File: src/hw/rtl/wqlu_pkg.sv
package wqlu_pkg;

    localparam int STATE_COUNT = 5;

    localparam int Q_W        = 40;
    localparam int LS_W       = 3;
    localparam int ACT_W      = 3;
    localparam int ALPHA_W    = 17;
    localparam int SCALE_W    = 32;
    localparam int WLEN_W     = 7;
    localparam int ACNT_W     = 4;
    localparam int CFG_IDX_W  = 3;
    localparam int CFG_DATA_W = 32;

    typedef enum logic [CFG_IDX_W-1:0] {
        CFG_ALPHA = 3'd0,
        CFG_GAMMA = 3'd1,
        CFG_SCALE = 3'd2,
        CFG_WLEN  = 3'd3,
        CFG_ACNT  = 3'd4
    } cfg_idx_t;

    localparam logic [ALPHA_W-1:0] ONE_Q16   = 17'h10000;
    localparam logic [ALPHA_W-1:0] ALPHA_RST = 17'd6554;
    localparam logic [ALPHA_W-1:0] GAMMA_RST = 17'd58982;
    localparam logic [SCALE_W-1:0] SCALE_RST = 32'd65536;
    localparam logic [WLEN_W-1:0]  WLEN_RST  = 7'd16;
    localparam logic [ACNT_W-1:0]  ACNT_RST  = 4'd3;

    localparam logic [LS_W-1:0] LS_STRONG_GAIN = 3'd0;
    localparam logic [LS_W-1:0] LS_GAIN        = 3'd1;
    localparam logic [LS_W-1:0] LS_FLAT        = 3'd2;
    localparam logic [LS_W-1:0] LS_LOSS        = 3'd3;
    localparam logic [LS_W-1:0] LS_STRONG_LOSS = 3'd4;

    // x / 10 == (x * RECIP10) >> 35 for every 32-bit x
    localparam logic [31:0] RECIP10   = 32'hCCCC_CCCD;
    localparam int          QUOT_LSB  = 35;
    localparam int          QUOT_W    = 29;

    localparam int WIDE_W      = 64;
    localparam int CHUNK_W     = 16;
    localparam int CHUNKS      = WIDE_W / CHUNK_W;
    localparam int CHUNK_IDX_W = 2;
    localparam int ACC_W       = 81;
    localparam int FRAC_W      = 16;
    localparam int SCAN_IDX_W  = 4;

    localparam logic [CHUNK_IDX_W-1:0] CHUNK_TOP = CHUNK_IDX_W'(CHUNKS - 1);

    localparam logic signed [WIDE_W-1:0] Q_HI = 64'sd549755813887;
    localparam logic signed [WIDE_W-1:0] Q_LO = -64'sd549755813888;

    // (r * 2^16 + 5) / 10 rounded down, fractional part for remainder r
    function automatic logic [FRAC_W-1:0] tenth_frac(input logic [3:0] r);
        logic [FRAC_W-1:0] v;
        case (r)
            4'd1:    v = 16'd6554;
            4'd2:    v = 16'd13107;
            4'd3:    v = 16'd19661;
            4'd4:    v = 16'd26214;
            4'd5:    v = 16'd32768;
            4'd6:    v = 16'd39322;
            4'd7:    v = 16'd45875;
            4'd8:    v = 16'd52429;
            4'd9:    v = 16'd58982;
            default: v = 16'd0;
        endcase
        return v;
    endfunction

    typedef struct packed {
        logic                   load;
        logic                   ring_start;
        logic                   ring_finish;
        logic                   class_mul;
        logic                   class_cmp;
        logic                   scan_rd;
        logic [SCAN_IDX_W-1:0]  scan_idx;
        logic                   mul_step;
        logic                   mul_first;
        logic                   mul_alpha;
        logic [CHUNK_IDX_W-1:0] chunk;
        logic                   target;
        logic                   commit;
    } wqlu_cmd_t;

    typedef struct packed {
        logic ring_full;
        logic scan_last;
        logic out_free;
    } wqlu_sts_t;

endpackage

File: src/hw/rtl/wqlu_ctrl.sv
module wqlu_ctrl
    import wqlu_pkg::*;
(
    input  logic      clk,
    input  logic      rst_n,
    input  logic      item_valid,
    output logic      item_ready,
    input  wqlu_sts_t sts,
    output wqlu_cmd_t cmd
);

    typedef enum logic [3:0] {
        ST_IDLE,
        ST_RING,
        ST_RING_UPD,
        ST_CLASS_MUL,
        ST_CLASS_CMP,
        ST_SCAN,
        ST_SCAN_END,
        ST_MUL_G,
        ST_TARGET,
        ST_MUL_A,
        ST_FIN
    } state_t;

    state_t                 state_reg, state_next;
    logic [SCAN_IDX_W-1:0]  k_reg, k_next;
    logic [CHUNK_IDX_W-1:0] c_reg, c_next;

    always_comb
    begin
        state_next   = state_reg;
        k_next       = k_reg;
        c_next       = c_reg;
        cmd          = '0;
        cmd.scan_idx = k_reg;
        cmd.chunk    = c_reg;
        item_ready   = 1'b0;
        case (state_reg)
            ST_IDLE:
            begin
                item_ready = 1'b1;
                if (item_valid)
                begin
                    cmd.load   = 1'b1;
                    state_next = ST_RING;
                end
            end
            ST_RING:
            begin
                cmd.ring_start = 1'b1;
                state_next     = sts.ring_full ? ST_RING_UPD : ST_CLASS_MUL;
            end
            ST_RING_UPD:
            begin
                cmd.ring_finish = 1'b1;
                state_next      = ST_CLASS_MUL;
            end
            ST_CLASS_MUL:
            begin
                cmd.class_mul = 1'b1;
                state_next    = ST_CLASS_CMP;
            end
            ST_CLASS_CMP:
            begin
                cmd.class_cmp = 1'b1;
                k_next        = '0;
                state_next    = ST_SCAN;
            end
            ST_SCAN:
            begin
                cmd.scan_rd = 1'b1;
                if (sts.scan_last)
                begin
                    state_next = ST_SCAN_END;
                end
                else
                begin
                    k_next = k_reg + 1'b1;
                end
            end
            ST_SCAN_END:
            begin
                c_next     = CHUNK_TOP;
                state_next = ST_MUL_G;
            end
            ST_MUL_G:
            begin
                cmd.mul_step  = 1'b1;
                cmd.mul_first = (c_reg == CHUNK_TOP);
                c_next        = c_reg - 1'b1;
                if (c_reg == '0)
                begin
                    state_next = ST_TARGET;
                end
            end
            ST_TARGET:
            begin
                cmd.target = 1'b1;
                c_next     = CHUNK_TOP;
                state_next = ST_MUL_A;
            end
            ST_MUL_A:
            begin
                cmd.mul_step  = 1'b1;
                cmd.mul_alpha = 1'b1;
                cmd.mul_first = (c_reg == CHUNK_TOP);
                c_next        = c_reg - 1'b1;
                if (c_reg == '0)
                begin
                    state_next = ST_FIN;
                end
            end
            ST_FIN:
            begin
                cmd.commit = sts.out_free;
                if (sts.out_free)
                begin
                    state_next = ST_IDLE;
                end
            end
            default:
            begin
                state_next = ST_IDLE;
            end
        endcase
    end

    always_ff @(posedge clk or negedge rst_n)
    begin
        if (!rst_n)
        begin
            state_reg <= ST_IDLE;
            k_reg     <= '0;
            c_reg     <= '0;
        end
        else
        begin
            state_reg <= state_next;
            k_reg     <= k_next;
            c_reg     <= c_next;
        end
    end

endmodule

File: config.mk
export PLATFORM = sky130hd
export DESIGN_NAME = wqlu_ctrl
export DESIGN_NICKNAME = d
export VERILOG_FILES = /design/src/hw/rtl/wqlu_pkg.sv /design/src/hw/rtl/wqlu_ctrl.sv
export SDC_FILE = /design/constraint.sdc
export NUM_CORES = 1
export LEC_CHECK = 0
export BUFFER_PORTS_ARGS = -buffer_cell sky130_fd_sc_hd__buf_2
export CAP_MARGIN = 10
export CELL_PAD_IN_SITES_DETAIL_PLACEMENT = 0
export CELL_PAD_IN_SITES_GLOBAL_PLACEMENT = 2
export CORE_ASPECT_RATIO = 2
export CORE_MARGIN = 10
export CORE_UTILIZATION = 27
export CTS_CLUSTER_DIAMETER = 200
export DETAILED_ROUTE_END_ITERATION = 10
export PLACE_DENSITY_LB_ADDON = 0.1
export SYNTH_ARGS = -nofsm -noshare
export SYNTH_HDL_FRONTEND = slang
export SYNTH_SLANG_ARGS = --single-unit
File: constraint.sdc
create_clock -name clk -period 1.6 [get_ports clk]
set_input_delay 0.24 -clock clk [delete_from_list [all_inputs] [get_ports clk]]
set_output_delay 0.24 -clock clk [all_outputs]
set_load 0.01 [all_outputs]
Word level (Yosys, flattened, before mapping) --
Cells that the tools add are included.
Word-level totals: register bits after elaboration 10, input bits 6, output and inout bits 18, logic and storage cells 52
Operators by class: $add $sub $neg 2, eq/ne operators 17, mux-type cells 22, reductions and logical operators 8
Operators with widths (count):
- 4-bit one-hot mux with 11 select lines | 1
- 4-bit 2-to-1 mux | 6
- 4-bit by 3-bit equality test with 1-bit output (second input constant) | 4
- 4-bit equality test (second input constant) | 3
- 1-bit 2-to-1 mux | 12
- 2-bit inequality test (second input constant) | 6
- 4-bit by 2-bit equality test with 1-bit output (second input constant) | 2
- 4-bit one-hot mux with 2 select lines | 1
- 5-bit AND reduction | 1
- 4-bit by 1-bit adder with 4-bit output (second input constant) | 1
- 4-bit by 1-bit equality test with 1-bit output (second input constant) | 1
- 4-bit logical NOT | 1
- 2-bit one-hot mux with 2 select lines | 1
- 2-bit nonzero test | 2
- 2-bit OR reduction | 2
- 2-bit equality test (second input constant) | 1
- 2-bit logical NOT | 1
- 2-bit 2-to-1 mux | 1
- 2-bit AND reduction | 1
- 2-bit by 1-bit subtractor with 2-bit output (second input constant) | 1

Depth between registers and ports, before layout --
Gate-level depths: netlist of the first run.
depth in word-level cells 3, gate-level depth with buffers 6, mapped depth without buffers 5

Worst setup path before layout of the first run --
OpenSTA, ideal clock, no wires.
path kind register -> output, start register state_reg[2], end output cmd[16] (netlist name), arrival time 1274 ps, data required time 1360 ps, path slack 86 ps, cell stages (with the launch flop) 4, path buffers 1, cells stage by stage dfrtp_1 -> buf_2 -> nor4_1 -> and2_1
RTL lines:
- start: declaration | RTL line wqlu_ctrl.sv:26 | state_t state_reg, state_next;
- start signal: assignment | RTL line wqlu_ctrl.sv:139 | state_reg <= state_next;
- end: declaration | RTL line wqlu_ctrl.sv:9 | output wqlu_cmd_t cmd

==> flow_summary_export.csv, run 1 <==
group,metric,value,unit
status,outcome,"finished, violations left",
status,violations,"setup timing",
timing,period_minus_slack,1.60,ns
floorplan,fp.dieW,56.7,um
yosys,syn_area_per_cell,8.25,sq um
critical_path,endpoint,"cmd[0]",
critical_path,required,1.36,ns
finish,num_antenna_cells,0,
power,p_leak,0.000557,uW
yosys,synth_nets,97,
critical_path,ff2ff_setup_slack,0.02,ns
clock_network,insertion_delay,0.24,ns
yosys,ys_warn_count,0,
finish,layout_commonest_cell,"buf_2",
drt,drtAntennaViolNets,0,
floorplan,placementRows,26,
timing,hold_viol,0,
yosys,synthCells,88,
finish,area_growth,63.3,%
power,ir_drop,0.929,mV
global_route,grt_use_total,0.0950,
critical_path,crit_arrival,1.36,ns
timing,finalSetupTns,-0.00361,ns
clock_network,numClockSinks,10,
yosys,yosysTopAreaCell,"dfrtp_1",
hold_path,hold_class,"in2reg",
floorplan,fp.dieH,93.3,um
yosys,synth_edf_count,0,
clock_network,path_clk_slew,0.05,ns
drt,via_count,813,
critical_path,r2r_end,"c_reg[1]$_DFFE_PN0P_",
finish,regArea,255,sq um
drt,drt_wl_total,2.49,mm
placed_design,io_buffers,23,
timing,rsz0062_at_grt,"yes",
finish,mostFrequentLayoutCells,"buf_2 (21), buf_4 (17), nor2_1 (8), a21oi_1 (8)",
timing,setup_violations,1,
timing,hold_slack,0.384,ns
yosys,async_flop_share,1.00,
yosys,syn_area,726,sq um
timing,slew_headroom,0.797,
job,maxCapViolations,0,
placed_design,dp_slack,0.150,ns
clock_network,htreeDepth,1,
timing,finalCritPeriodShare,1.00,
critical_path,path_cells,"buf_4, buf_4, and4_1, buf_6",
yosys,netlist_top_cells_area,"dfrtp_1 (34%), a21oi_1 (5.5%), ha_1 (5.2%)",
yosys,ys_seq_area_frac,0.345,
finish,drive_above_1_share,0.508,
yosys,synth.top_cell.area_share,0.345,
drt,drc,0,
global_route,grt_pass1_wl,4.07,mm
critical_path,crit_slowest_cell,"dfrtp_2",
clock_network,cts_tree,"built",
yosys,yosys_most_used_dff,"dfrtp_1",
drt,first_iter_violations,18,
critical_path,path_class,"reg2out",
critical_path,reg2reg_from,"state_reg[3]$_DFFE_PN0P_",
placed_design,hpwl,1.87,mm
critical_path,cpPeakStageDelay,0.47,ns
timing,slew_viol_final,0,
power,pwr_density_cell,1880,nW/um^2
global_route,antenna_found_initial,0,
floorplan,start_util,0.282,
global_route,grt_pass1_vias,829,
finish,multiInputGateArea,507,sq um
floorplan,die-area,5290,sq um
drt,drt_pass1_iterations,5,
yosys,ys_types,31,
power,power,2230,uW
critical_path,crit_top_cell,"buf_4",
drt,drt-vias-per-instance,5.08,
yosys,ys_ff_latch,10,
critical_path,endpoint_kind,"primary output",
floorplan,core,2570,sq um
finish,final_net_count,142,
critical_path,worstPathMaxFanout,8,
global_route,grt_overflow,0,
global_route,grt_max_degree,13,
timing,setup_slack,-0.00361,ns
finish,fillers,264,
placed_design,dpl.cell_count,144,
timing,worst_pin_slew,0.304,ns
floorplan,ios,24,
clock_network,cts_root_buf,"clkbuf_8",
drt,wl_per_cell,15.6,um
critical_path,rr_worst_depth,10,
timing,finClkSkew,0.00423,ns
critical_path,startpoint_type,"flop",
critical_path,crit_start,"state_reg[1]$_DFFE_PN0P_",
clock_network,cts_buffer_depth,2,
placed_design,place_congestion,0.756,
clock_network,cts_buffers,3,
finish,finalNonFillerCells,160,
timing,fmax,624,MHz
## final cells by class
type | instances | share of cell area
multi-input cells | 69 | 0.428
inverters | 3 | 0.00950
repair buffers | 46 | 0.271
flip-flops and latches | 10 | 0.215
clock buffers | 4 | 0.0465
well taps | 28 | 0.0296
## metrics by stage
step	cell area [sq um]	util
2_1_floorplan	726	-
3_3_place_gp	918	0.357
3_5_place_dp	918	0.357
4_1_cts	1070	0.415
5_1_grt	1180	0.461
6_report	1180	0.461
## power by group
part           switching, uW  total [uW]  internal, uW
sequential               203         568           365
clock                    118         336           218
combinational            615        1320           708
total                    937        2230          1290
## worst max-delay path: cells and delay by family (launching register included)
kind	cells	cell delay, ns
AND/OR/NAND/NOR	1	0.22
buffers and inverters	3	0.43
flip-flops	1	0.47
## layer usage
layer | global-route usage | part of all wire
met1 | 0.0865 | 0.36
met2 | 0.182 | 0.57
met3 | 0.0257 | 0.045
met4 | 0.0484 | 0.030
met5 | 0 | 0
## cell families after synthesis
family          Yosys count  share of synthesized area
compound gates           21                      0.174
fa+ha+maj                 3                     0.0517
buf+inv                   9                     0.0707
flops                    10                      0.345
mux                       2                     0.0276
simple gates             43                      0.331
## how the worst min path moves through the flow
stage                 from              endpoint  slack, ns  cells past startpoint
detailed placement   rst_n  k_reg[0]$_DFFE_PN0P_       0.14                      1
finish              sts[1]  k_reg[0]$_DFFE_PN0P_       0.38                      3
floorplan            rst_n  c_reg[0]$_DFFE_PN0P_      -0.06                      0
global placement     rst_n  k_reg[0]$_DFFE_PN0P_       0.13                      1
global route         rst_n  c_reg[1]$_DFFE_PN0P_       0.41                      2
CTS                 sts[1]  k_reg[0]$_DFFE_PN0P_       0.40                      3
## synth_stat cells (3+ instances only)
library cell / n
nor3_1: 7
o21ai_0: 4
dfrtp_1: 10
nor2_1: 10
ha_1: 3
o21ai_1: 3
inv_1: 3
nand2_1: 7
a21oi_1: 8
nand2b_1: 5
## timing repair
action	in CTS	in global routing
hold endpoints to repair	10	0
resized for setup	12	14
setup buffers	5	6
hold buffers	1	0
endpoints found under the setup margin	6	9
pin swaps	0	6
(Power assumes the default switching activity.)
==> run 2: changes to the inputs <==
SKIP_LAST_GASP = 1   (was unset)
==> run 2 against run 1 <==
Effect of this change: die area unchanged; sequential cell count unchanged; the flow still finishes with violations (setup timing); routed wire length decreased by 0.84%; worst hold slack improved by 0.0034 ns; combinational power about the same; global-route usage unchanged; largest power group unchanged; first-iteration DRC count decreased by 22%; via count decreased by 0.25%.
==> flow_summary_export.csv, run 2 (synthesis gave the netlist of run 1 again) <==
group,metric,value,unit
finish,layout_commonest_cell,"buf_2",
placed_design,io_buffers,23,
timing,rsz0062_at_grt,"yes",
drt,drt-vias-per-instance,5.07,
placed_design,hpwl,1.87,mm
drt,drt_wl_total,2.47,mm
floorplan,fp.dieH,93.3,um
drt,drtAntennaViolNets,0,
timing,setup_slack,-0.0243,ns
clock_network,cts_buffer_depth,2,
power,pwr_density_cell,1870,nW/um^2
floorplan,fp.dieW,56.7,um
floorplan,ios,24,
critical_path,r2r_end,"c_reg[1]$_DFFE_PN0P_",
hold_path,min_from,"sts[1]",
hold_path,hold_class,"in2reg",
global_route,grt_pass1_wl,4.07,mm
critical_path,worstPathMaxFanout,4,
finish,num_antenna_cells,0,
drt,wl_per_cell,15.4,um
global_route,antenna_found_initial,0,
drt,route.met2.wl,1.44,mm
finish,fin_util,0.458,
finish,area_growth,62.2,%
timing,setup_violations,2,
clock_network,htreeDepth,1,
timing,hold_viol,0,
hold_path,hold_end,"k_reg[0]$_DFFE_PN0P_",
floorplan,placementRows,26,
placed_design,dpl.cell_count,144,
drt,route.met3.wl,105,um
floorplan,start_util,0.282,
floorplan,die-area,5290,sq um
status,violations,"setup timing",
job,maxCapViolations,0,
drt,top_layer_used,"met4",
global_route,grt_use_total,0.0950,
hold_path,hold_path_depth,3,
drt,drc,0,
clock_network,cts_tree,"built",
drt,via_count,811,
clock_network,cts_buffers,3,
placed_design,dp_slack,0.150,ns
critical_path,path_class,"reg2reg",
critical_path,rr_worst_depth,9,
timing,finClkSkew,0.00530,ns
critical_path,required,1.76,ns
critical_path,crit_arrival,1.79,ns
clock_network,cts_root_buf,"clkbuf_8",
finish,mostFrequentLayoutCells,"buf_2 (21), buf_4 (19), nor2_1 (8), a21oi_1 (8)",
power,p_leak,0.000555,uW
drt,drt_pass1_iterations,5,
placed_design,place_congestion,0.756,
critical_path,startpoint_type,"flop",
drt,first_iter_violations,14,
critical_path,endpoint_kind,"flop",
critical_path,ff2ff_setup_slack,-0.02,ns
status,outcome,"finished, violations left",
global_route,grt_overflow,0,
timing,fmax,616,MHz
finish,drive_above_1_share,0.508,
timing,period_minus_slack,1.62,ns
global_route,grt_max_degree,13,
timing,slew_viol_final,0,
clock_network,path_clk_slew,0.06,ns
timing,slew_headroom,0.800,
drt,wl_met1,885,um
finish,final_net_count,142,
clock_network,numClockSinks,10,
timing,finalSetupTns,-0.0249,ns
timing,worst_pin_slew,0.299,ns
power,ir_drop,0.957,mV
finish,finalNonFillerCells,160,
floorplan,core,2570,sq um
critical_path,reg2reg_from,"state_reg[3]$_DFFE_PN0P_",
timing,finalCritPeriodShare,1.02,
clock_network,insertion_delay,0.24,ns
global_route,grt_pass1_vias,833,
timing,hold_slack,0.387,ns
==> run 2: how the worst max path moves through the flow <==
| stage | startpoint | to | slack, ns | depth (start not counted) |
|---|---|---|---|---|
| floorplan | state_reg[2]$_DFFE_PN0P_ | cmd[16] | 0.09 | 3 |
| global route | state_reg[3]$_DFFE_PN0P_ | c_reg[1]$_DFFE_PN0P_ | -0.07 | 9 |
| CTS | state_reg[3]$_DFFE_PN0P_ | cmd[6] | -0.02 | 4 |
| detailed placement | state_reg[2]$_DFFE_PN0P_ | cmd[6] | 0.15 | 4 |
| global placement | state_reg[2]$_DFFE_PN0P_ | cmd[16] | 0.14 | 4 |
| finish | state_reg[3]$_DFFE_PN0P_ | c_reg[1]$_DFFE_PN0P_ | -0.02 | 9 |
==> run 2: routing by layer <==
layer	GRT usage	up-vias
met2	0.182	18
li1	-	398
met4	0.0484	0
met1	0.0865	391
met3	0.0257	4
met5	0	-
==> run 2: critical path: stages, from the launching register on <==
cell,delay (ns)
dfrtp_2,0.44
buf_4,0.16
nand2b_4,0.07
mux2i_4,0.07
buf_4,0.13
buf_4,0.12
buf_4,0.12
buf_4,0.12
buf_4,0.14
a31oi_2,0.18
==> run 2: cell type report <==
| type | count | area [sq um] |
|---|---|---|
| fill | 264 | 1390 |
| multi-input combinational | 69 | 507 |
| timing repair buffer | 46 | 314 |
| sequential | 10 | 255 |
| clock buffer | 4 | 55.1 |
| tap | 28 | 35.0 |
| inverter | 3 | 11.3 |
==> run 2: power by group <==
part / switching, uW / internal, uW / total (uW)
logic: 611 / 695 / 1310
clock network: 115 / 217 / 332
registers: 201 / 365 / 566
total: 927 / 1280 / 2200
==> run 2: what timing repair did <==
action / in CTS / in global routing
hold buffers: 1 / 0
buffers inserted: 5 / 6
hold endpoints to repair: 10 / 0
pin swaps: 0 / 6
setup endpoints to repair: 6 / 9
gates resized for setup: 12 / 12
==> run 2: per-stage QoR <==
step	area, sq um	power [uW]
4_1_cts	1070	2050
2_1_floorplan	726	1130
3_5_place_dp	918	1520
5_1_grt	1180	2390
6_report	1180	2200
3_3_place_gp	918	1520
